--- config.mk ---
export PLATFORM = sky130hd
export DESIGN_NAME = debug_halt_breakpoint_unit
export DESIGN_NICKNAME = d
export VERILOG_FILES = /design/src/rtl/core/dhbu_pkg.sv /design/src/rtl/core/dhbu_cell.sv /design/src/rtl/core/debug_halt_breakpoint_unit.sv
export SDC_FILE = /design/constraint.sdc
export NUM_CORES = 1
export LEC_CHECK = 0
export ABC_CLOCK_PERIOD_IN_PS = 6400
export BUFFER_PORTS_ARGS = -buffer_cell sky130_fd_sc_hd__buf_4
export CORE_UTILIZATION = 40
export DETAILED_ROUTE_END_ITERATION = 10
export PLACE_DENSITY_LB_ADDON = 0.05
export SLEW_MARGIN = 20
export SYNTH_ARGS = -nofsm -noshare
export SYNTH_HDL_FRONTEND = slang
export SYNTH_SLANG_ARGS = --single-unit
--- constraint.sdc ---
create_clock -name clk -period 6.4 [get_ports clk]
set_clock_uncertainty 0.15 [all_clocks]
set_input_delay 0 -clock clk [delete_from_list [all_inputs] [get_ports clk]]
set_output_delay 0 -clock clk [all_outputs]
set_load 0.03 [all_outputs]
--- src/rtl/core/dhbu_pkg.sv ---
// Shared types and constants for the debug halt and breakpoint unit.
// Holds the command codes, the chain token format and the sizing constants.
// No dependencies.
`default_nettype none

package dhbu_pkg;

  // Number of breakpoint cells in the chain
  localparam int unsigned SLOTS   = 16;
  // Compared address width
  localparam int unsigned ADDR_W  = 16;
  // Packed result width, rounded up to whole bytes
  localparam int unsigned OUT_W   = 24;
  localparam int unsigned OP_W    = 3;

  // Debugger and CPU request codes
  typedef enum logic [OP_W-1:0] {
    OP_TICK     = 3'd0,
    OP_STOP     = 3'd1,
    OP_RESUME   = 3'd2,
    OP_UNTIL    = 3'd3,
    OP_STEP     = 3'd4,
    OP_CONTINUE = 3'd5,
    OP_ADD      = 3'd6,
    OP_DELETE   = 3'd7
  } op_t;

  // What a token asks of each cell it passes
  typedef enum logic [1:0] {
    K_MATCH = 2'd0,
    K_ADD   = 2'd1,
    K_DEL   = 2'd2
  } kind_t;

  // Token handed from cell to cell, one cell per cycle
  typedef struct packed {
    logic              active;
    kind_t             kind;
    logic [ADDR_W-1:0] addr;
    logic              flag;   // match seen, or slot claimed / entry removed
  } tok_t;

endpackage

`default_nettype wire

--- src/rtl/core/dhbu_cell.sv ---
// One breakpoint slot: a valid bit, a stored address and a token stage.
// Depends on dhbu_pkg for the token type.
`default_nettype none

module dhbu_cell (
  input  logic          clk,
  input  logic          rst_n,
  input  dhbu_pkg::tok_t tok_i,
  output dhbu_pkg::tok_t tok_o
);
  import dhbu_pkg::*;

  logic              valid_r, valid_nxt;
  logic [ADDR_W-1:0] addr_r, addr_nxt;
  tok_t              tok_r, tok_nxt;
  logic              hit;

  assign hit = valid_r && (addr_r == tok_i.addr);

  // Act on the passing token and forward it
  always_comb begin
    valid_nxt = valid_r;
    addr_nxt  = addr_r;
    tok_nxt   = tok_i;
    if (tok_i.active) begin
      case (tok_i.kind)
        K_MATCH: begin
          tok_nxt.flag = tok_i.flag | hit;
        end
        K_ADD: begin
          // claim this slot if it is the first free one
          if (!tok_i.flag && !valid_r) begin
            valid_nxt    = 1'b1;
            addr_nxt     = tok_i.addr;
            tok_nxt.flag = 1'b1;
          end
        end
        K_DEL: begin
          // drop the first valid entry that matches, or any when address is zero
          if (!tok_i.flag && valid_r &&
              ((tok_i.addr == '0) || (addr_r == tok_i.addr))) begin
            valid_nxt    = 1'b0;
            tok_nxt.flag = 1'b1;
          end
        end
        default: begin
          tok_nxt = tok_i;
        end
      endcase
    end
  end

  always_ff @(posedge clk) begin
    addr_r <= addr_nxt;
    if (!rst_n) begin
      valid_r      <= 1'b0;
      tok_r.active <= 1'b0;
    end else begin
      valid_r <= valid_nxt;
      tok_r   <= tok_nxt;
    end
  end

  assign tok_o = tok_r;

endmodule

`default_nettype wire

--- src/rtl/core/debug_halt_breakpoint_unit.sv ---
// Debug halt controller: run state, stop/until/step/continue modes, breakpoint chain.
// Requests that skip the table go from idle to done, which loads the result register when the
// output is free; ticks in continue or until mode with no stop pending, and add/delete while
// stopped, walk the chain first. No new request is taken until the last result is loaded.
// Reset (rst_n low, synchronous): stopped, no pending stop, all modes clear, table empty.
// Uses dhbu_pkg and dhbu_cell.
`default_nettype none

module debug_halt_breakpoint_unit (
  input  logic                      clk,
  input  logic                      rst_n,
  // Configuration: start_halted
  input  logic                      cfg_we,
  input  logic                      cfg_wdata,
  // Request channel
  input  logic                      in_tvalid,
  output logic                      in_tready,
  input  logic [15:0]               in_tdata,   // [15:0] address
  input  logic [dhbu_pkg::OP_W-1:0] in_tuser,   // [2:0] operation
  // Result channel
  output logic                      out_tvalid,
  input  logic                      out_tready,
  // [0] halt, [1] by_stop_request, [2] by_breakpoint, [3] by_until, [4] by_step,
  // [20:5] halt_address, [21] rejected, [22] running, [23] zero
  output logic [dhbu_pkg::OUT_W-1:0] out_tdata
);
  import dhbu_pkg::*;

  typedef enum logic [2:0] {
    S_IDLE = 3'b001,
    S_WALK = 3'b010,
    S_DONE = 3'b100
  } state_t;

  state_t            state_r, state_nxt;
  op_t               op_r, op_nxt;
  logic [ADDR_W-1:0] addr_r, addr_nxt;
  logic              flag_r, flag_nxt;
  tok_t              launch_r, launch_nxt;

  logic              run_r, run_nxt;
  logic              pend_r, pend_nxt;
  logic              cont_r, cont_nxt;
  logic              until_r, until_nxt;
  logic              step_r, step_nxt;
  logic [ADDR_W-1:0] target_r, target_nxt;

  logic              out_valid_r, out_valid_nxt;
  logic [OUT_W-1:0]  out_data_r, out_data_nxt;

  tok_t              chain [SLOTS+1];
  logic              in_fire, out_free, need_walk;
  op_t               in_op;

  // Breakpoint cell chain
  assign chain[0] = launch_r;
  for (genvar i = 0; i < SLOTS; i++) begin : g_cell
    dhbu_cell u_cell (
      .clk   (clk),
      .rst_n (rst_n),
      .tok_i (chain[i]),
      .tok_o (chain[i+1])
    );
  end

  assign in_op     = op_t'(in_tuser);
  assign in_tready = (state_r == S_IDLE);
  assign in_fire   = in_tvalid && in_tready;
  assign out_free  = !out_valid_r || out_tready;

  // Table walk is needed for live breakpoint checks and for table edits
  always_comb begin
    need_walk = 1'b0;
    case (in_op)
      OP_TICK:   need_walk = !pend_r && (cont_r || until_r);
      OP_ADD:    need_walk = !run_r;
      OP_DELETE: need_walk = !run_r;
      default:   need_walk = 1'b0;
    endcase
  end

  // Sequence one request and compute its result
  always_comb begin
    logic hlt, b_stop, b_bp, b_until, b_step, rej;
    state_nxt     = state_r;
    op_nxt        = op_r;
    addr_nxt      = addr_r;
    flag_nxt      = flag_r;
    launch_nxt    = launch_r;
    launch_nxt.active = 1'b0;
    run_nxt       = run_r;
    pend_nxt      = pend_r;
    cont_nxt      = cont_r;
    until_nxt     = until_r;
    step_nxt      = step_r;
    target_nxt    = target_r;
    out_valid_nxt = out_valid_r && !out_tready;
    out_data_nxt  = out_data_r;
    hlt = 1'b0; b_stop = 1'b0; b_bp = 1'b0; b_until = 1'b0; b_step = 1'b0; rej = 1'b0;

    case (state_r)
      S_IDLE: begin
        if (in_fire) begin
          op_nxt   = in_op;
          addr_nxt = in_tdata[ADDR_W-1:0];
          flag_nxt = 1'b0;
          if (need_walk) begin
            launch_nxt.active = 1'b1;
            launch_nxt.addr   = in_tdata[ADDR_W-1:0];
            launch_nxt.flag   = 1'b0;
            launch_nxt.kind   = (in_op == OP_TICK) ? K_MATCH :
                                (in_op == OP_ADD)  ? K_ADD : K_DEL;
            state_nxt = S_WALK;
          end else begin
            state_nxt = S_DONE;
          end
        end
      end
      S_WALK: begin
        // capture the token as it leaves the last cell
        if (chain[SLOTS].active) begin
          flag_nxt  = chain[SLOTS].flag;
          state_nxt = S_DONE;
        end
      end
      S_DONE: begin
        if (out_free) begin
          case (op_r)
            OP_TICK: begin
              if (pend_r) begin
                pend_nxt = 1'b0;
                hlt      = 1'b1;
                b_stop   = 1'b1;
              end else begin
                b_bp    = (cont_r || until_r) && flag_r;
                b_until = until_r && (target_r == addr_r);
                b_step  = step_r;
                if (b_bp || b_until) cont_nxt = 1'b0;
                if (b_until) begin
                  until_nxt  = 1'b0;
                  target_nxt = '0;
                end
                if (b_step) step_nxt = 1'b0;
                hlt = b_bp || b_until || b_step;
                if (hlt) run_nxt = 1'b0;
              end
            end
            OP_STOP: begin
              if (!run_r) begin
                rej = 1'b1;
              end else begin
                run_nxt  = 1'b0;
                pend_nxt = 1'b1;
              end
            end
            OP_RESUME: begin
              if (run_r) rej = 1'b1;
              else       run_nxt = 1'b1;
            end
            default: begin
              if (run_r) begin
                rej = 1'b1;
              end else begin
                case (op_r)
                  OP_UNTIL: begin
                    until_nxt  = 1'b1;
                    target_nxt = addr_r;
                    run_nxt    = 1'b1;
                  end
                  OP_STEP: begin
                    step_nxt = 1'b1;
                    run_nxt  = 1'b1;
                  end
                  OP_CONTINUE: begin
                    cont_nxt = 1'b1;
                    run_nxt  = 1'b1;
                  end
                  OP_ADD:  rej = !flag_r;
                  default: rej = 1'b0;
                endcase
              end
            end
          endcase
          out_valid_nxt = 1'b1;
          out_data_nxt  = {1'b0, run_nxt, rej,
                           hlt ? addr_r : {ADDR_W{1'b0}},
                           b_step, b_until, b_bp, b_stop, hlt};
          state_nxt     = S_IDLE;
        end
      end
      default: state_nxt = S_IDLE;
    endcase

    // configuration load of the run flag
    if (cfg_we) run_nxt = !cfg_wdata;
  end

  always_ff @(posedge clk) begin
    op_r       <= op_nxt;
    addr_r     <= addr_nxt;
    flag_r     <= flag_nxt;
    target_r   <= target_nxt;
    out_data_r <= out_data_nxt;
    if (!rst_n) begin
      state_r         <= S_IDLE;
      launch_r.active <= 1'b0;
      run_r           <= 1'b0;
      pend_r          <= 1'b0;
      cont_r          <= 1'b0;
      until_r         <= 1'b0;
      step_r          <= 1'b0;
      out_valid_r     <= 1'b0;
    end else begin
      state_r     <= state_nxt;
      launch_r    <= launch_nxt;
      run_r       <= run_nxt;
      pend_r      <= pend_nxt;
      cont_r      <= cont_nxt;
      until_r     <= until_nxt;
      step_r      <= step_nxt;
      out_valid_r <= out_valid_nxt;
    end
  end

  assign out_tvalid = out_valid_r;
  assign out_tdata  = out_data_r;

  // At most one token among the launch register and the last two cells
  a_one_token: assert property (@(posedge clk) disable iff (!rst_n)
    $onehot0({chain[SLOTS].active, chain[SLOTS-1].active, chain[0].active}))
    else $error("more than one token in the breakpoint chain");

  // A token leaves the chain only while a walk is waiting for it
  a_exit_walk: assert property (@(posedge clk) disable iff (!rst_n)
    chain[SLOTS].active |-> (state_r == S_WALK))
    else $error("token left the chain outside a walk");

  // An accepted request blocks further requests until its result is loaded
  a_accept_block: assert property (@(posedge clk) disable iff (!rst_n)
    in_fire |=> !in_tready)
    else $error("second request accepted while one is in progress");

  // A halt is never reported as a refused request
  a_halt_not_rejected: assert property (@(posedge clk) disable iff (!rst_n)
    (out_tvalid && out_tdata[0]) |-> !out_tdata[21])
    else $error("halt reported together with a rejection");

endmodule

`default_nettype wire
-- After elaboration in Yosys (flattened, before gate mapping)
Index checks and enable logic that the tools add are counted.
W data, S select, Z words.
- bits in writable memories: 0
- register bits: 661
- memory bits (read-only): 0
- latch bits: 0
- memories kept: 0
- input bits: 25
- equality and inequality tests: 100
- $lt $le $gt $ge: 0
- multipliers: 0
- reductions and logical operators: 228
- muxes and demuxes: 165
- div/mod/pow operators: 0
- bitwise operators: 17
- $add $sub $neg: 0
- shift operators: 0
- operator list (operator ; count):
    $mux W20 ; 17
    $eq A16 B16 Y1 ; 17
    $logic_not A16 Y1 ; 16
    $mux W1 ; 96
    $reduce_and A4 Y1 ; 18
    $ne A2 B1 Y1 const B ; 35
    $logic_and A1 B1 Y1 ; 67
    $mux W16 ; 4
    $reduce_and A3 Y1 ; 19
    $pmux W1 S3 ; 18
    $reduce_bool A2 Y1 ; 23
    $pmux W1 S2 ; 22
    $logic_not A1 Y1 ; 37
    $eq A2 B1 Y1 const B ; 16
    $eq A2 B2 Y1 const B ; 16
    $logic_not A2 Y1 ; 16
    $pmux W16 S2 ; 1
    $logic_or A1 B1 Y1 ; 20
    $eq A3 B3 Y1 const B ; 6
    $or A1 B1 Y1 ; 15
    $reduce_and A7 Y1 ; 2
    $mux W3 ; 4
    $ne A2 B2 Y1 const B ; 5
    $eq A3 B2 Y1 const B ; 3
    9 further kinds ; 17

-- Logic depth before layout (Yosys ltp)
Gate-level depths: netlist (run 1).
- depth in word-level cells: 10
- depth in mapped cells: 7

-- Cells and area by module
From an unflattened synthesis (run 1), not the netlist that was laid out.
- cells, all modules: 1630
- area total of the unflattened synthesis: 27037.2 um^2
- by module, submodules not included (module ; cells each ; instances ; area an instance (um^2)):
    dhbu_cell ; 87 ; 16 ; 1472.7
    debug_halt_breakpoint_unit ; 238 ; 1 ; 3474.6

-- Worst setup path before layout (run 1)
Ideal clock, no wire load.
- path type: register to register
- start: reg state_r[2]
- end: reg launch_r (netlist bit chain[321]) (enable)
- cell stages (with the launch flop): 6
- data required time: 5.857 ns
- path buffers: 1
- period minus slack after synthesis: 3.394 ns
- setup time: 0.393 ns
- data arrival time: 2.851 ns
- slack: 3.006 ns
- path through: dfxtp_1 -> clkbuf_1 -> nor3b_1 -> and2_1 -> nand2_1 -> nor2_1
- longest elaborated chain between the ends: 3
- RTL lines (element ; line ; source):
    start: declaration ; debug_halt_breakpoint_unit.sv:35 ; state_t state_r, state_nxt;
    start signal: assignment ; debug_halt_breakpoint_unit.sv:214 ; state_r <= state_nxt;
    $eq A3 B1 Y1 * ; debug_halt_breakpoint_unit.sv:67 ; assign in_tready = (state_r == S_IDLE);
    named net in_tready ; debug_halt_breakpoint_unit.sv:17 ; output logic in_tready,
    $logic_and A1 B1 Y1 ; debug_halt_breakpoint_unit.sv:68 ; assign in_fire = in_tvalid && in_tready;
    $reduce_and A4 Y1 (no line) * ; n/a ;
    end signal: assignment ; debug_halt_breakpoint_unit.sv:215 ; launch_r <= launch_nxt;
    end: declaration ; debug_halt_breakpoint_unit.sv:39 ; tok_t launch_r, launch_nxt;
Mark *: on every way through the listed nets, which the timed path passes. The rest lies on a longest branch.
A chain may end at the register's enable or synchronous reset.

==> impl_metrics.tcl, run 1 <==
set metrics [dict create \
    synthesis.nets 1616 \
    final-hold-violation-count 0 \
    ys_warn_count 0 \
    groute.layer.met2.usage 0.231 \
    pin_count 51 \
    tritoncts.num_buffers 73 \
    grtUsageMet1 0.206 \
    core.rowCount 92 \
    intPower_mw 7.36 \
    post_synthesis_simple_gate_area_fraction 0.0876 \
    relSlewSlack 0.354 \
    ys_ff_latch 661 \
    die-width_um 256 \
    share_clk_of_total_power 0.436 \
    net-switching-power_mw 1.95 \
    clock-root-buffer "sky130_fd_sc_hd__clkbuf_16" \
    worst_path_largest_cell_delay_ns 0.58 \
    grt_most_used_layer "met2" \
    max_cap_violations 0 \
    detailedPlace.worstSlack_ns 3.61 \
    path_type_of_the_worst_setup_path "in2reg" \
    clkSinkCount 661 \
    layout_worst_path_cycle_share 0.486 \
    port_bufs 49 \
    tightestPinTransition_ns 0.970 \
    cts.clk_slew.worst_paths_ns 0.06 \
    first_pass_iters 4 \
    diode_insertion_count_for_antenna_repair 0 \
    outcome "completed" \
    synth_top_family_by_area "XOR/XNOR gates" \
    synth-compound-area-share 0.0335 \
    count_of_instances_resized_after_the_clock_tree_is_built 0 \
    synth.lib_cells_used.distinct 53 \
    sequential_cell_fraction_of_total_power 0.536 \
    final_layout_size_suffix_gt1_frac 0.0941 \
    count_of_flip_flops_with_a_built_in_enable_after_synthesis 619 \
    effective_utilization_at_floorplan 0.407 \
    final_ws_setup_ns 3.29 \
    grt_first_pass_wirelength_um 76600 \
    finalWirelength_um 47700 \
    detail_route.vias_per_cell 4.94 \
    path_cells "dlygate4sd3_1 -> buf_8 -> buf_12 -> nand3b_1 -> o31a_1 -> dlygate4sd3_1 -> a41oi_1 -> dlygate4sd3_1" \
    power.static_leakage_nw 10.2 \
    crit_slowest_cell "sky130_fd_sc_hd__dlygate4sd3_1" \
    async_reset_ff_frac 0 \
    cts_max_level 3 \
    track_usage 0.148 \
    wl_per_cell_um 18.3 \
    synthFlopType "sky130_fd_sc_hd__edfxtp_1" \
    detailed_place_hpwl_um 31200 \
    grt.met3_usage 0.0297 \
    peakVddDrop_mv 0.176 \
    cts.repair_timing.setup_buffer_count 0 \
    final_util 0.474 \
    critPathCaptureType "flop" \
    powerDensity_nw_per_um2 310 \
    cts_tree "built" \
    maxSlewViolCount 0 \
    power_mw 9.31 \
    worstPathMaxFanout 161 \
    grt_start_max_net_pins 162 \
    seq_area_frac_synth 0.752 \
    drt_iter0_markers 831 \
    synth.avg_cell_area_um2 16.8 \
    design.die.area_um2 65600 \
    switching_share 0.210 \
    yosys.area_share.xor_xnor 0.0925 \
    cp.arrival_ns 3.49 \
    max_clock_freq_mhz 322 \
    post_synth_fa_ha_maj_area_fraction 0.0237 \
    syn-cell-area_um2 25800 \
    routabilityCongestion 0.776 \
    post_route_drc_violation_count 0 \
    synth_cells 1542 \
    unrepaired_setup_endpoints_after_global_routing "false" \
    post_synth_mux_area_share 0.000387 \
    final.setup.tns_ns 0 \
    final_nets 1782 \
    worst_hold_path_class "in2reg" \
    vias_in_the_first_global_route 13300 \
    critical-path-top-delay-family "buffers and inverters" \
    antenna_found_initial 0 \
    die_h_um 256 \
    synthToLayoutAreaGrowth_pct 16.3 \
    grt_overflow 0 \
    cts_hold_buffers 44 \
    worst_ep_required_ns 6.78 \
    p_comb_frac 0.027 \
    cp_common_cell "sky130_fd_sc_hd__dlygate4sd3_1" \
    finalCriticalPeriod_ns 3.11 \
    ant_nets 0 \
    worstSetupStartpointType "primary input" \
    core_area_um2 63400 \
    worstPathBufferInverterCount 5 \
    clk_latency_ns 0.60 \
    detailroute.via_count 12900 \
    timing.final.setup_violations 0 \
    cts_buffer_depth 3 \
]
## worst min-delay path, stage by stage
cell and delay (ns):
sky130_fd_sc_hd__dlygate4sd3_1 0.53, sky130_fd_sc_hd__buf_4 0.13, sky130_fd_sc_hd__a21o_1 0.08
## logic make-up after synthesis
| family | Yosys count |
|---|---|
| compound gates | 121 |
| flops | 661 |
| xor+xnor | 273 |
| fa+ha+maj | 49 |
| other cells | 1 |
| mux | 1 |
| simple gates | 369 |
| buf+inv | 67 |
## registers in the layout, summed over array words and instances (netlist names), 3 cells and up
signal,flops
g_cell.u_cell.addr_r,256
out_tdata,23
chain,19
g_cell.u_cell.tok_o,302
addr_r,16
g_cell.u_cell.valid_r,16
op_r,3
state_r,3
target_r,16
## cell usage after synthesis (2+ instances only)
master	count	area, µm²
sky130_fd_sc_hd__xnor2_1	23	201
sky130_fd_sc_hd__nor2_1	34	128
sky130_fd_sc_hd__nor4_1	128	801
sky130_fd_sc_hd__nand2_1	21	78.8
sky130_fd_sc_hd__or3_1	2	12.5
sky130_fd_sc_hd__a41oi_1	2	17.5
sky130_fd_sc_hd__nand4_1	37	231
sky130_fd_sc_hd__nor3b_1	2	15.0
sky130_fd_sc_hd__dfxtp_1	42	841
sky130_fd_sc_hd__nand3b_1	26	195
sky130_fd_sc_hd__edfxtp_1	619	18600
sky130_fd_sc_hd__a31oi_1	8	50.1
sky130_fd_sc_hd__a311oi_1	7	61.3
sky130_fd_sc_hd__o21bai_1	15	113
sky130_fd_sc_hd__a2111oi_0	8	70.1
sky130_fd_sc_hd__nand3_1	2	10.0
sky130_fd_sc_hd__nor3_1	19	95.1
sky130_fd_sc_hd__inv_1	57	214
sky130_fd_sc_hd__nand2b_1	3	18.8
sky130_fd_sc_hd__and2_1	49	307
sky130_fd_sc_hd__nor4bb_1	2	20.0
sky130_fd_sc_hd__a211oi_1	9	67.6
sky130_fd_sc_hd__clkbuf_1	7	26.3
sky130_fd_sc_hd__o21ai_0	44	220
sky130_fd_sc_hd__nor2b_1	24	150
sky130_fd_sc_hd__ha_1	49	613
sky130_fd_sc_hd__a2111oi_2	7	105
sky130_fd_sc_hd__xor2_1	250	2190
sky130_fd_sc_hd__and3b_1	14	123
sky130_fd_sc_hd__o31ai_1	2	15.0
sky130_fd_sc_hd__a21oi_1	7	35.0
sky130_fd_sc_hd__o21ai_1	2	10.0
## placed cells by master, fill, tap and decap left out, types with 9 or more instances in the layout
| master | n |
|---|---|
| sky130_fd_sc_hd__dlygate4sd3_1 | 44 |
| sky130_fd_sc_hd__dfxtp_1 | 42 |
| sky130_fd_sc_hd__clkinv_2 | 10 |
| sky130_fd_sc_hd__nor4_1 | 128 |
| sky130_fd_sc_hd__clkbuf_1 | 20 |
| sky130_fd_sc_hd__xnor2_1 | 23 |
| sky130_fd_sc_hd__nand2_1 | 21 |
| sky130_fd_sc_hd__buf_4 | 53 |
| sky130_fd_sc_hd__and3b_1 | 14 |
| sky130_fd_sc_hd__nor3_1 | 19 |
| sky130_fd_sc_hd__edfxtp_1 | 619 |
| sky130_fd_sc_hd__clkinv_1 | 14 |
| sky130_fd_sc_hd__and2_1 | 49 |
| sky130_fd_sc_hd__ha_1 | 49 |
| sky130_fd_sc_hd__nand3b_1 | 26 |
| sky130_fd_sc_hd__clkbuf_16 | 75 |
| sky130_fd_sc_hd__nand4_1 | 37 |
| sky130_fd_sc_hd__xor2_1 | 250 |
| sky130_fd_sc_hd__nor2_1 | 34 |
| sky130_fd_sc_hd__nor2b_1 | 24 |
| sky130_fd_sc_hd__inv_1 | 57 |
| sky130_fd_sc_hd__a211oi_1 | 9 |
| sky130_fd_sc_hd__o21bai_1 | 15 |
| sky130_fd_sc_hd__o21ai_0 | 44 |
## final timing paths
path                         startpoint                           to  slack, ns  depth (start not counted)
max                               rst_n                        run_r       3.29                          8
max reg2reg                  state_r[2]                        run_r       3.30                          7
min reg2reg  g_cell[14].u_cell.tok_o[1]  g_cell[15].u_cell.addr_r[0]       0.34                          0
min                         in_tuser[0]                   chain[338]        0.1                          3
## power groups by stage
stage	clock, mW	sequential (mW)	combinational, mW
CTS	4.19	5.00	0.257
finish	4.06	5.00	0.254
floorplan	0	5.03	0.138
detailed placement	0	5.09	0.234
global route	4.34	5.02	0.285
global placement	0	5.09	0.232
## through the flow
step	cell area [µm²]	instances	hold WS, ns
2_1_floorplan	25800	1542	-0.0511
3_3_place_gp	27300	2434	0.0579
3_5_place_dp	27300	2434	0.0551
4_1_cts	30000	2610	0.0660
5_1_grt	30100	2611	0.0929
6_report	30100	2611	0.0968
## routing by layer
layer,up-vias,part of all wire
met4,0,0.022
met5,-,0
met1,6402,0.48
met2,167,0.47
li1,6244,-
met3,79,0.033
## area by class of cell
cell class	count	area (µm²)
timing repair buffer	100	888
inverter	58	218
clock buffer	97	1980
multi-input combinational	814	6150
clock inverter	35	327
sequential	661	19400
fill	5421	33400
tap	846	1060
No activity file was read; power rests on OpenSTA's default activity.
==> run 2: changes to the inputs <==
--- a/config.mk
+++ b/config.mk
@@ -5,7 +5,7 @@
 export SDC_FILE = /design/constraint.sdc
 export NUM_CORES = 1
 export LEC_CHECK = 0
-export ABC_CLOCK_PERIOD_IN_PS = 6400
+export ABC_CLOCK_PERIOD_IN_PS = 2650
 export BUFFER_PORTS_ARGS = -buffer_cell sky130_fd_sc_hd__buf_4
 export CORE_UTILIZATION = 40
 export DETAILED_ROUTE_END_ITERATION = 10
==> constraint.sdc (replaced) <==
create_clock -name clk -period 2.65 [get_ports clk]
set_clock_uncertainty 0.15 [all_clocks]
set_input_delay 0 -clock clk [delete_from_list [all_inputs] [get_ports clk]]
set_output_delay 0 -clock clk [all_outputs]
set_load 0.03 [all_outputs]
==> run 2 against run 1 <==
  * Clock power up 130%
  * Utilization up 0.26 points
  * Largest power group unchanged
  * Flip-flop and latch count is the same
  * Critical endpoint is now target_r[6]
==> impl_metrics.tcl, run 2 (synthesized netlist as in run 1, its figures left out) <==
set metrics [dict create \
    final_nets 1807 \
    largest_register_ffs 302 \
    clock-root-buffer "sky130_fd_sc_hd__clkbuf_16" \
    grt_start_max_net_pins 80 \
    detailed_place_hpwl_um 31700 \
    intPower_mw 17.6 \
    layout_worst_path_cycle_share 0.951 \
    peakVddDrop_mv 0.489 \
    routabilityCongestion 0.765 \
    design.die.area_um2 65600 \
    cp.arrival_ns 2.67 \
    fin_cells 2635 \
    ant_nets 0 \
    timing.final.setup_violations 0 \
    pin_count 51 \
    effective_utilization_at_floorplan 0.407 \
    post_route_drc_violation_count 0 \
    clk_latency_ns 0.60 \
    die_h_um 256 \
    cts_tree "built" \
    port_bufs 49 \
    sequential_cell_fraction_of_total_power 0.543 \
    track_usage 0.148 \
    max_clock_freq_mhz 397 \
    grt_first_pass_wirelength_um 76500 \
    worstSetupStartpointType "flop" \
    outcome "completed" \
    final_layout_size_suffix_gt1_frac 0.108 \
    worstPathMaxFanout 16 \
    max_cap_violations 0 \
    core_area_um2 63400 \
    diode_insertion_count_for_antenna_repair 0 \
    core.rowCount 92 \
    final_ws_setup_ns 0.129 \
    finalWirelength_um 47500 \
    maxSlewViolCount 0 \
    relSlewSlack 0.600 \
    vias_in_the_first_global_route 13200 \
    drt_iter0_markers 669 \
    switching_share 0.209 \
    path_type_of_the_worst_setup_path "reg2reg" \
    detailroute.via_count 13000 \
    share_clk_of_total_power 0.429 \
    final.setup.tns_ns 0 \
    clkSinkCount 661 \
    tightestPinTransition_ns 0.595 \
    grt_overflow 0 \
    regArea_um2 19400 \
    cts_max_level 3 \
    detailedPlace.worstSlack_ns 0.117 \
    tritoncts.num_buffers 73 \
    final-hold-violation-count 0 \
    first_pass_iters 5 \
    final_util 0.476 \
    finalCriticalPeriod_ns 2.52 \
    hold-worst-slack_ns 0.104 \
    powerDensity_nw_per_um2 735 \
    multi_input_combinational_cell_area_um2 6170 \
    net-switching-power_mw 4.64 \
    synthToLayoutAreaGrowth_pct 16.9 \
    cts.clk_slew.worst_paths_ns 0.06 \
    wl_per_cell_um 18.0 \
    p_comb_frac 0.028 \
    antenna_found_initial 0 \
    detail_route.vias_per_cell 4.94 \
    cts_buffer_depth 3 \
    placed_cells_incl_taps 2457 \
    most_frequent_standard_cell_in_the_layout_excluding_fill_and_tap_cells "sky130_fd_sc_hd__edfxtp_1" \
    layout.cells.most_common_list "sky130_fd_sc_hd__edfxtp_1, sky130_fd_sc_hd__xor2_1, sky130_fd_sc_hd__nor4_1" \
    power.static_leakage_nw 10.3 \
    critPathCaptureType "flop" \
    filler_cell_count_in_the_final_layout 5420 \
    die-width_um 256 \
    worst_hold_path_class "in2reg" \
    worst_ep_required_ns 2.80 \
    unrepaired_setup_endpoints_after_global_routing "false" \
]
-- run 2: changes by cell type in the layout (fill, tap and decap cells not counted), moves of 2 or more --
cell                            delta
sky130_fd_sc_hd__buf_12            +3
sky130_fd_sc_hd__buf_4            +21
sky130_fd_sc_hd__clkinv_2          +3
sky130_fd_sc_hd__dlygate4sd3_1     +2
sky130_fd_sc_hd__inv_16            -2
-- run 2: worst paths after layout --
path	start	to	slack, ns	depth (start not counted)
worst min-delay path	in_tuser[0]	chain[338]	0.10	3
worst max-delay path	addr_r[14]	target_r[6]	0.13	7
worst min register to register	g_cell[6].u_cell.tok_o[19]	g_cell[7].u_cell.tok_o[19]	0.35	1
worst max register to register	addr_r[14]	target_r[6]	0.13	7
-- run 2: power groups by stage --
stage,registers (mW),clock network (mW),logic (mW)
2_1_floorplan,12.2,0,0.336
3_3_place_gp,12.3,0,0.581
3_5_place_dp,12.3,0,0.583
4_1_cts,12.1,9.84,0.641
5_1_grt,12.1,10.2,0.709
6_report,12.1,9.52,0.632
-- run 2: cell type report --
cell class,instances,share of cell area
multi-input combinational,814,0.204
timing repair buffer,125,0.0368
tap,846,0.0350
clock buffer,94,0.0641
inverter,58,0.00720
sequential,661,0.643
clock inverter,37,0.00965
-- run 2: timing repair --
item	CTS	global route
endpoints found under the hold margin	228	0
hold buffers	46	0
endpoints found under the setup margin	0	16
buffers inserted	0	1
gates resized for setup	0	1
-- run 2: through the flow --
stage	instance area [µm²]	power (mW)
3_3_place_gp	27500	12.9
3_5_place_dp	27500	12.9
6_report	30200	22.2
2_1_floorplan	25900	12.5
4_1_cts	30200	22.6
5_1_grt	30200	23.0
-- run 2: metal layers --
metal,global-route usage,routed length (µm),up-vias
met5,0,0,-
li1,-,-,6299
met1,0.212,23100,6487
met2,0.225,21800,151
met4,0.0496,1120,0
met3,0.0287,1460,87
-- run 2: critical path, cell delays in order (launching register included) --
cell	delay (ns)
sky130_fd_sc_hd__edfxtp_1	0.44
sky130_fd_sc_hd__xnor2_2	0.20
sky130_fd_sc_hd__nand2_1	0.11
sky130_fd_sc_hd__nor4b_4	0.40
sky130_fd_sc_hd__nand4b_4	0.18
sky130_fd_sc_hd__or3_1	0.36
sky130_fd_sc_hd__a21oi_2	0.19
sky130_fd_sc_hd__buf_12	0.18
